**config.mk**
```make
export PLATFORM = sky130hd
export DESIGN_NAME = lru_stack_distance_miss_counter_unit
export DESIGN_NICKNAME = d
export VERILOG_FILES = /design/src/rtl/lsd_pkg.sv /design/src/rtl/lsd_ram.sv /design/src/rtl/lsd_stack.sv /design/src/rtl/lru_stack_distance_miss_counter_unit.sv
export SDC_FILE = /design/constraint.sdc
export NUM_CORES = 2
export LEC_CHECK = 0
export BUFFER_PORTS_ARGS = -buffer_cell sky130_fd_sc_hd__buf_4
export CORE_MARGIN = 3
export CORE_UTILIZATION = 45
export DETAILED_ROUTE_END_ITERATION = 6
export PLACE_DENSITY_LB_ADDON = 0.12
export SYNTH_ARGS = -nofsm -noshare
export SYNTH_HDL_FRONTEND = slang
export SYNTH_HIERARCHICAL = 1
export SYNTH_SLANG_ARGS = --single-unit
```
**constraint.sdc**
```tcl
create_clock -name clk -period 7.9 [get_ports clk]
set_clock_uncertainty 0.1 [all_clocks]
set_input_delay 0.395 -clock clk [delete_from_list [all_inputs] [get_ports clk]]
set_output_delay 0.395 -clock clk [all_outputs]
set_load 0.02 [all_outputs]
```
**src/rtl/lsd_pkg.sv**
```systemverilog
`timescale 1ns / 1ps
// ----------------------------------------------------------------------------
// lsd_pkg
// Shared types and codes of the LRU stack distance miss counter.
// ----------------------------------------------------------------------------
package lsd_pkg;

	localparam int MAX_SIZES = 4;
	localparam int SIZE_BITS = 7;
	localparam int CNT_BITS  = 32;

	typedef enum logic [1:0] {
		OP_ACCESS = 2'd0,
		OP_RANGE  = 2'd1,
		OP_REPORT = 2'd2,
		OP_NONE   = 2'd3
	} lsd_op_t;

	typedef enum logic [2:0] {
		REG_SIZES_IN_USE = 3'd0,
		REG_CACHE_SIZE_0 = 3'd1,
		REG_CACHE_SIZE_1 = 3'd2,
		REG_CACHE_SIZE_2 = 3'd3,
		REG_CACHE_SIZE_3 = 3'd4
	} lsd_reg_t;

	typedef enum logic [1:0] {
		ST_IDLE,
		ST_WALK,
		ST_TAIL
	} lsd_stack_state_t;

	typedef enum logic [1:0] {
		TP_IDLE,
		TP_ISSUE,
		TP_WAIT,
		TP_REPORT
	} lsd_top_state_t;

	typedef struct packed {
		logic done;
		logic hit;
	} lsd_resp_t;

endpackage

```
**src/rtl/lsd_ram.sv**
```systemverilog
`timescale 1ns / 1ps
// ----------------------------------------------------------------------------
// lsd_ram
// Generic simple dual port RAM, one write and one registered read port.
// ----------------------------------------------------------------------------
module lsd_ram #(
	parameter int WIDTH = 24,
	parameter int DEPTH = 64
) (
	input  logic                     clk,
	input  logic                     we,
	input  logic [$clog2(DEPTH)-1:0] waddr,
	input  logic [WIDTH-1:0]         wdata,
	input  logic [$clog2(DEPTH)-1:0] raddr,
	output logic [WIDTH-1:0]         rdata
);

	logic [WIDTH-1:0] mem_q [DEPTH];

	always_ff @(posedge clk) begin
		if (we) begin
			mem_q[waddr] <= wdata;
		end
		rdata <= mem_q[raddr];
	end

endmodule

```
**src/rtl/lsd_stack.sv**
```systemverilog
`timescale 1ns / 1ps
// ----------------------------------------------------------------------------
// lsd_stack
// LRU stack in RAM: walks from the top, shifting entries down by one until
// the address is found or the filled part ends, then reports a hit with its distance, or a miss.
// ----------------------------------------------------------------------------
module lsd_stack
	import lsd_pkg::*;
#(
	parameter int STACK_DEPTH = 64,
	parameter int ADDR_BITS   = 24,
	parameter int DW          = $clog2(STACK_DEPTH + 1)
) (
	input  logic                 clk,
	input  logic                 arst_n,
	input  logic                 start,
	input  logic [ADDR_BITS-1:0] addr,
	output lsd_resp_t            resp,
	output logic [DW-1:0]        stk_dist
);

	localparam int IW = $clog2(STACK_DEPTH);

	lsd_stack_state_t state_q, state_d;
	logic [DW-1:0]        fill_q, fill_d;
	logic [IW-1:0]        idx_q, idx_d;
	logic [ADDR_BITS-1:0] addr_q, addr_d;
	logic [ADDR_BITS-1:0] carry_q, carry_d;
	logic                 we;
	logic [IW-1:0]        waddr, raddr;
	logic [ADDR_BITS-1:0] wdata, rdata;
	logic [DW-1:0]        next_pos;

	lsd_ram #(.WIDTH(ADDR_BITS), .DEPTH(STACK_DEPTH)) u_ram (
		.clk   (clk),
		.we    (we),
		.waddr (waddr),
		.wdata (wdata),
		.raddr (raddr),
		.rdata (rdata)
	);

	always_ff @(posedge clk or negedge arst_n) begin
		if (!arst_n) begin
			state_q <= ST_IDLE;
			fill_q  <= '0;
			idx_q   <= '0;
		end else begin
			state_q <= state_d;
			fill_q  <= fill_d;
			idx_q   <= idx_d;
		end
	end

	always_ff @(posedge clk) begin
		addr_q  <= addr_d;
		carry_q <= carry_d;
	end

	assign next_pos = DW'(idx_q) + DW'(1);
	assign stk_dist = next_pos;

	always_comb begin
		state_d = state_q;
		fill_d  = fill_q;
		idx_d   = idx_q;
		addr_d  = addr_q;
		carry_d = carry_q;
		we      = 1'b0;
		waddr   = idx_q;
		wdata   = carry_q;
		raddr   = '0;
		resp    = '0;
		case (state_q)
			ST_IDLE: begin
				if (start) begin
					addr_d  = addr;
					carry_d = addr;
					idx_d   = '0;
					if (fill_q == '0) begin
						state_d = ST_TAIL;
					end else begin
						state_d = ST_WALK;
					end
				end
			end
			ST_WALK: begin
				we = 1'b1;
				if (rdata == addr_q) begin
					resp.done = 1'b1;
					resp.hit  = 1'b1;
					state_d   = ST_IDLE;
				end else begin
					carry_d = rdata;
					if (next_pos == fill_q) begin
						if (fill_q != DW'(STACK_DEPTH)) begin
							idx_d   = IW'(next_pos);
							state_d = ST_TAIL;
						end else begin
							resp.done = 1'b1;
							state_d   = ST_IDLE;
						end
					end else begin
						raddr = IW'(next_pos);
						idx_d = IW'(next_pos);
					end
				end
			end
			ST_TAIL: begin
				we        = 1'b1;
				fill_d    = fill_q + DW'(1);
				resp.done = 1'b1;
				state_d   = ST_IDLE;
			end
			default: begin
				state_d = ST_IDLE;
			end
		endcase
	end

	a_fill_bound: assert property (@(posedge clk) disable iff (!arst_n)
		fill_q <= DW'(STACK_DEPTH))
		else $error("stack fill beyond depth");
	a_walk_nonempty: assert property (@(posedge clk) disable iff (!arst_n)
		state_q == ST_WALK |-> fill_q != '0 && DW'(idx_q) < fill_q)
		else $error("walk outside filled entries");
	a_tail_grows: assert property (@(posedge clk) disable iff (!arst_n)
		state_q == ST_TAIL |=> fill_q == $past(fill_q) + DW'(1))
		else $error("tail write did not grow stack");

endmodule

```
**src/rtl/lru_stack_distance_miss_counter_unit.sv**
```systemverilog
`timescale 1ns / 1ps
// ----------------------------------------------------------------------------
// lru_stack_distance_miss_counter_unit
// Miss counts of several LRU cache sizes at once from LRU stack distance.
// ----------------------------------------------------------------------------
// channel  direction  handshake           payload
// s_*      in         s_tvalid/s_tready   s_tdata: opcode, address, stride, count
// m_*      out        m_tvalid/m_tready   m_tdata: miss_count, m_tuser, m_tlast
// cfg_*    in         cfg_valid/cfg_ready cfg_index, cfg_data
//
// an access walks the stack from the top, as the stack RAM yields one entry
// per cycle, until a hit at stack position d; on a miss it walks all f filled
// entries and pushes the address, dropping the last once the stack is full
// a range item runs count accesses from address by stride, count zero none
// a report sends one word per size in use; s_tready is low until an item is done
// reset empties the stack and clears counters; no clearing pass
// the output register holds a result under stall without losing it
// ----------------------------------------------------------------------------
module lru_stack_distance_miss_counter_unit
	import lsd_pkg::*;
#(
	parameter int STACK_DEPTH = 64,
	parameter int NUM_SIZES   = 4,
	parameter int ADDR_BITS   = 24
) (
	input  logic        clk,
	input  logic        arst_n,
	input  logic        s_tvalid,
	output logic        s_tready,
	input  logic [71:0] s_tdata,   // opcode[1:0], address[25:2], stride[49:26], count[65:50]
	output logic        m_tvalid,
	input  logic        m_tready,
	output logic [31:0] m_tdata,   // miss_count[31:0]
	output logic [1:0]  m_tuser,   // size_index[1:0]
	output logic        m_tlast,
	input  logic        cfg_valid,
	output logic        cfg_ready,
	input  logic [2:0]  cfg_index,
	input  logic [7:0]  cfg_data
);

	localparam int NC = (NUM_SIZES < MAX_SIZES) ? NUM_SIZES : MAX_SIZES;
	localparam int DW = $clog2(STACK_DEPTH + 1);
	localparam int CW = (DW > SIZE_BITS) ? DW : SIZE_BITS;

	lsd_top_state_t       state_q, state_d;
	logic [2:0]           siu_q;
	logic [SIZE_BITS-1:0] size_q [NC];
	logic [CNT_BITS-1:0]  cnt_q [NC];
	logic [ADDR_BITS-1:0] cur_q, stride_q;
	logic [16:0]          remain_q;
	logic [1:0]           k_q;
	logic [2:0]           n_act;
	lsd_resp_t            resp;
	logic [DW-1:0]        stk_dist;
	logic                 accept, start, out_load, out_last;
	lsd_op_t              op;

	assign cfg_ready = 1'b1;
	assign s_tready  = (state_q == TP_IDLE);
	assign accept    = s_tvalid && s_tready;
	assign op        = lsd_op_t'(s_tdata[1:0]);
	assign start     = (state_q == TP_ISSUE);

	always_comb begin
		if (siu_q == 3'd0) begin
			n_act = 3'd1;
		end else if (siu_q > 3'(NC)) begin
			n_act = 3'(NC);
		end else begin
			n_act = siu_q;
		end
	end

	assign out_load = (state_q == TP_REPORT) && (!m_tvalid || m_tready);
	assign out_last = (3'(k_q) + 3'd1 == n_act);

	lsd_stack #(.STACK_DEPTH(STACK_DEPTH), .ADDR_BITS(ADDR_BITS)) u_stack (
		.clk      (clk),
		.arst_n   (arst_n),
		.start    (start),
		.addr     (cur_q),
		.resp     (resp),
		.stk_dist (stk_dist)
	);

	always_comb begin
		state_d = state_q;
		case (state_q)
			TP_IDLE: begin
				if (accept) begin
					case (op)
						OP_ACCESS: state_d = TP_ISSUE;
						OP_RANGE:  state_d = (s_tdata[65:50] != 16'd0) ? TP_ISSUE : TP_IDLE;
						OP_REPORT: state_d = TP_REPORT;
						default:   state_d = TP_IDLE;
					endcase
				end
			end
			TP_ISSUE: state_d = TP_WAIT;
			TP_WAIT: begin
				if (resp.done) begin
					state_d = (remain_q == 17'd1) ? TP_IDLE : TP_ISSUE;
				end
			end
			TP_REPORT: begin
				if (out_load && out_last) begin
					state_d = TP_IDLE;
				end
			end
			default: state_d = TP_IDLE;
		endcase
	end

	always_ff @(posedge clk or negedge arst_n) begin
		if (!arst_n) begin
			state_q  <= TP_IDLE;
			siu_q    <= 3'd1;
			remain_q <= '0;
			k_q      <= '0;
			m_tvalid <= 1'b0;
			for (int i = 0; i < NC; i++) begin
				size_q[i] <= SIZE_BITS'(1);
				cnt_q[i]  <= '0;
			end
		end else begin
			state_q <= state_d;
			if (cfg_valid && cfg_ready) begin
				if (cfg_index == REG_SIZES_IN_USE) begin
					siu_q <= cfg_data[2:0];
				end
				for (int i = 0; i < NC; i++) begin
					if (cfg_index == 3'(i + 1)) begin
						size_q[i] <= cfg_data[SIZE_BITS-1:0];
					end
				end
			end
			if (accept) begin
				remain_q <= (op == OP_RANGE) ? {1'b0, s_tdata[65:50]} : 17'd1;
				k_q      <= '0;
			end
			if (state_q == TP_WAIT && resp.done) begin
				remain_q <= remain_q - 17'd1;
				for (int i = 0; i < NC; i++) begin
					if (3'(i) < n_act && (!resp.hit || CW'(size_q[i]) < CW'(stk_dist))
						&& cnt_q[i] != '1) begin
						cnt_q[i] <= cnt_q[i] + CNT_BITS'(1);
					end
				end
			end
			if (m_tvalid && m_tready) begin
				m_tvalid <= 1'b0;
			end
			if (out_load) begin
				m_tvalid <= 1'b1;
				k_q      <= k_q + 2'd1;
				if (out_last) begin
					for (int i = 0; i < NC; i++) begin
						cnt_q[i] <= '0;
					end
				end
			end
		end
	end

	always_ff @(posedge clk) begin
		if (accept) begin
			cur_q    <= ADDR_BITS'(s_tdata[25:2]);
			stride_q <= ADDR_BITS'(s_tdata[49:26]);
		end else if (state_q == TP_WAIT && resp.done) begin
			cur_q <= cur_q + stride_q;
		end
		if (out_load) begin
			m_tuser <= k_q;
			m_tdata <= cnt_q[k_q];
			m_tlast <= out_last;
		end
	end

	a_busy_no_accept: assert property (@(posedge clk) disable iff (!arst_n)
		(state_q == TP_WAIT || state_q == TP_ISSUE) |-> !s_tready)
		else $error("input accepted during access");
	a_report_clears: assert property (@(posedge clk) disable iff (!arst_n)
		out_load && out_last |=> cnt_q[0] == '0 && state_q == TP_IDLE)
		else $error("report did not clear counters");
	a_index_bound: assert property (@(posedge clk) disable iff (!arst_n)
		state_q == TP_REPORT |-> 3'(k_q) < n_act)
		else $error("report index beyond sizes in use");

endmodule
```
==> results_dict.tcl <==
set metrics [dict create \
    wl_per_cell_microns 28.8 \
    yosysWarnings 6 \
    startpoint "u_stack/idx_q[0]" \
    drt_pre_antenna_iters 6 \
    synth_seq_cells 1887 \
    cts_tree "done" \
    path_cells "ha_1 -> nand2_1 -> or3_1 -> nand4_2 -> nor3_1 -> or2_1 -> nor2_4 -> buf_12 -> buf_12 -> mux4_2 -> mux2_2 -> a221oi_1 -> a31oi_1 -> o21a_1" \
    powerDensity_nw_per_um2 288 \
    die_x_microns 420 \
    drc 0 \
    gp_congestion 0.876 \
    syn_inst 4217 \
    worstPathRequired_ps 8520 \
    dp_hpwl_mm 121 \
    clk_latency_ps 830 \
    ir_drop_mv 0.231 \
    critPathCaptureType "flip-flop" \
    coreArea_sq_um 170000 \
    finalPower_mw 25.4 \
    critPathKind "flip-flop to flip-flop" \
    cpMostUsedCell "buf_12" \
    clock_tree.buffer_depth 3 \
    synth.avg_cell_area_sq_um 18.3 \
    finalSetupViolations 0 \
    grt_pass1_wl_mm 291 \
    slew_viol_final 0 \
    max_stage_delay_ps 770 \
    vias 41200 \
    layout_setup_ws_ps 2010 \
    via_per_inst 5.93 \
    cts_max_level 4 \
    finalCriticalPeriod_ps 5890 \
    rsz0062_at_grt "false" \
    path_max_fanout 28 \
    ant_nets 0 \
    wl_mm 200 \
    synthFlopType "edfxtp_1" \
    die_area_sq_um 176000 \
    relSlewSlack 0.163 \
    hold_class "primary input to flip-flop" \
    rows 151 \
    cts_made_buffers 196 \
    drive_above_1_share 0.244 \
    layout_worst_path_cycle_share 0.746 \
    min_path_cells 3 \
    r2r_cells 14 \
    netlist_area_sq_um 77000 \
    synth_fp_nets 4366 \
    max_freq_mhz 170 \
    grt_pass1_vias 41000 \
    cts_setup_buffers 0 \
    arrival_ps 6510 \
    cp-endpoint "u_stack/u_ram/rdata[10]" \
    crit_slowest_cell "nor2_4" \
    worst_r2r_startpoint "u_stack/idx_q[0]" \
    yosysUniqueCellTypes 96 \
    ys_seq_area_frac 0.720 \
    setup_tns_ps 0 \
    async_reset_ff_frac 0.104 \
    path_clk_slew_ps 60 \
    numClockSinks 1887 \
    initial_utilization 0.454 \
    p_leak_nw 28.7 \
    dr.first_iter.drc_count 4463 \
    start_kind "flip-flop" \
    io_buffers 117 \
    ios 126 \
    tightest_slew_ps 1260 \
    globalRouteTotalUtil 0.228 \
    die_h_microns 420 \
    status "finished, final reports clean" \
    antenna_found_initial 2 \
    synth_edf_count 1667 \
    reg2reg_setup_slack_ps 2010 \
    worstReg2RegEnd "u_stack/u_ram/rdata[10]" \
    post-place-ws_ps 2040 \
    maxCapViolCount 0 \
    finalNetCount 4711 \
    grt_overflow_total 0 \
    finalHoldViolCount 0 \
    cts_root_buf "clkbuf_16" \
    syn2layout_area_growth_pct 14.7 \
    grt_max_degree 112 \
]
[cells in the final DEF (no fill, tap or decap), types with 79 or more instances in the layout]
cell           netlist  routed
nor2_1             205     137
mux2i_1            117     117
mux4_2             387     387
dfrtp_1            191     190
a21oi_1            104     104
xor2_1              79      79
mux2_2             108     108
nand2_1            181     181
dlygate4sd3_1        0      85
edfxtp_1          1667    1667
nand3_1             95      95
buf_4               33     253
clkbuf_16            0     199
[stage by stage]
step	std cells	utilization	cell area [sq um]	hold WS, ps
after global placement	6497	0.478	81100	385
after CTS	6951	0.521	88300	4.63
after global routing	6951	0.521	88300	42.6
after floorplan	4217	-	77000	-0.591
after detailed placement	6497	0.478	81100	393
final	6953	0.521	88300	71.9
[critical path: cells and delay by family (launching register included)]
family / cells / cell delay, ps
simple gates: 6 / 1900
mux: 2 / 830
fa+ha+maj: 1 / 360
buf+inv: 2 / 560
compound gates: 3 / 1250
flops: 1 / 720
[cell families (layout without fill, tap and decap cells)]
kind of cell / Yosys count / in the layout / synth area share
xor+xnor: 122 / 122 / 0.0143
simple gates: 806 / 806 / 0.0538
mux: 612 / 612 / 0.144
fa+ha+maj: 61 / 61 / 0.0100
compound gates: 476 / 476 / 0.0417
buf+inv: 252 / 768 / 0.0159
flops: 1887 / 1887 / 0.720
other cells: 1 / 3 / 0.0000487
[flip-flops by register name (all words and copies together), names as in the netlist]
name                 flops
u_stack/addr_q          24
siu_q                    3
m_tuser                  2
m_tdata                 32
remain_q                17
m_tlast                  1
stride_q                24
size_q                  28
k_q                      2
u_stack/u_ram/rdata     24
u_stack/carry_q         24
u_stack/u_ram/mem_q   1536
cnt_q                  128
state_q                  2
m_tvalid                 1
u_stack/idx_q            6
cur_q                   24
u_stack/state_q          2
u_stack/fill_q           7
[per-layer routing]
| metal | track usage | routed length (microns) | up-vias |
|---|---|---|---|
| met5 | 0 | 0 | - |
| met1 | 0.334 | 87900 | 21800 |
| met3 | 0.0293 | 11600 | 257 |
| met4 | 0.0708 | 6330 | 0 |
| met2 | 0.360 | 94400 | 1286 |
| li1 | - | - | 17800 |
[cell usage after synthesis, types with 8 or more instances]
library cell | n | area, sq um
nand3b_1 | 8 | 60.1
nand3_1 | 95 | 475
nand2b_1 | 29 | 181
a22oi_1 | 30 | 225
dfxtp_1 | 24 | 480
a221oi_1 | 52 | 455
a31oi_1 | 24 | 150
o21ai_0 | 60 | 300
o21a_1 | 16 | 120
nor4_1 | 22 | 138
clkbuf_1 | 78 | 293
xnor2_1 | 40 | 350
and3_1 | 46 | 288
o211ai_1 | 20 | 150
nor2_1 | 205 | 769
buf_4 | 33 | 248
o22ai_1 | 55 | 344
buf_1 | 21 | 78.8
nor3_1 | 25 | 125
a211oi_1 | 14 | 105
dfrtp_1 | 191 | 4780
or3_1 | 29 | 181
o31ai_1 | 20 | 150
or4_1 | 25 | 188
mux2_2 | 108 | 1220
inv_1 | 45 | 169
a21o_1 | 16 | 120
edfxtp_1 | 1667 | 50100
buf_6 | 10 | 113
mux4_2 | 387 | 8720
and2_1 | 17 | 106
a221o_1 | 10 | 100
ha_1 | 60 | 751
xor2_1 | 79 | 692
nor2b_1 | 18 | 113
nand2_1 | 181 | 679
buf_2 | 61 | 305
and4_1 | 17 | 149
a21oi_1 | 104 | 521
mux2i_1 | 117 | 1170
nand4_1 | 45 | 282
nand4b_1 | 9 | 78.8
[how the worst min path moves through the flow]
stage / from / to / slack, ps
3_3_place_gp: remain_q[16] / remain_q[16] / 380
2_1_floorplan: arst_n / cnt_q[0] / -0.6
3_5_place_dp: cur_q[5] / u_stack/addr_q[5] / 390
6_report: cfg_valid / siu_q[2] / 70
4_1_cts: cfg_valid / siu_q[2] / 5
5_1_grt: cfg_valid / siu_q[2] / 40
[where the power goes]
part	switching, mW	leakage (nW)	internal (mW)
sequential	0.731	17.8	11.8
combinational	2.19	7.79	1.73
clock	3.89	3.09	5.11
[repair_timing]
item	4_1_cts	5_1_grt
gates resized for setup	0	0
endpoints found under the hold margin	203	0
hold buffers	85	0
[final cells by class]
cell class              count  area [sq um]
inverters                  47           176
flip-flops and latches   1887         55500
multi-input cells        2078         20600
clock buffers             271          5370
fillers                 13600         81300
diodes                      2          5.00
clock inverters            98           967
well taps                2218          2780
repair buffers            352          3020
(Power assumes the default switching activity.)
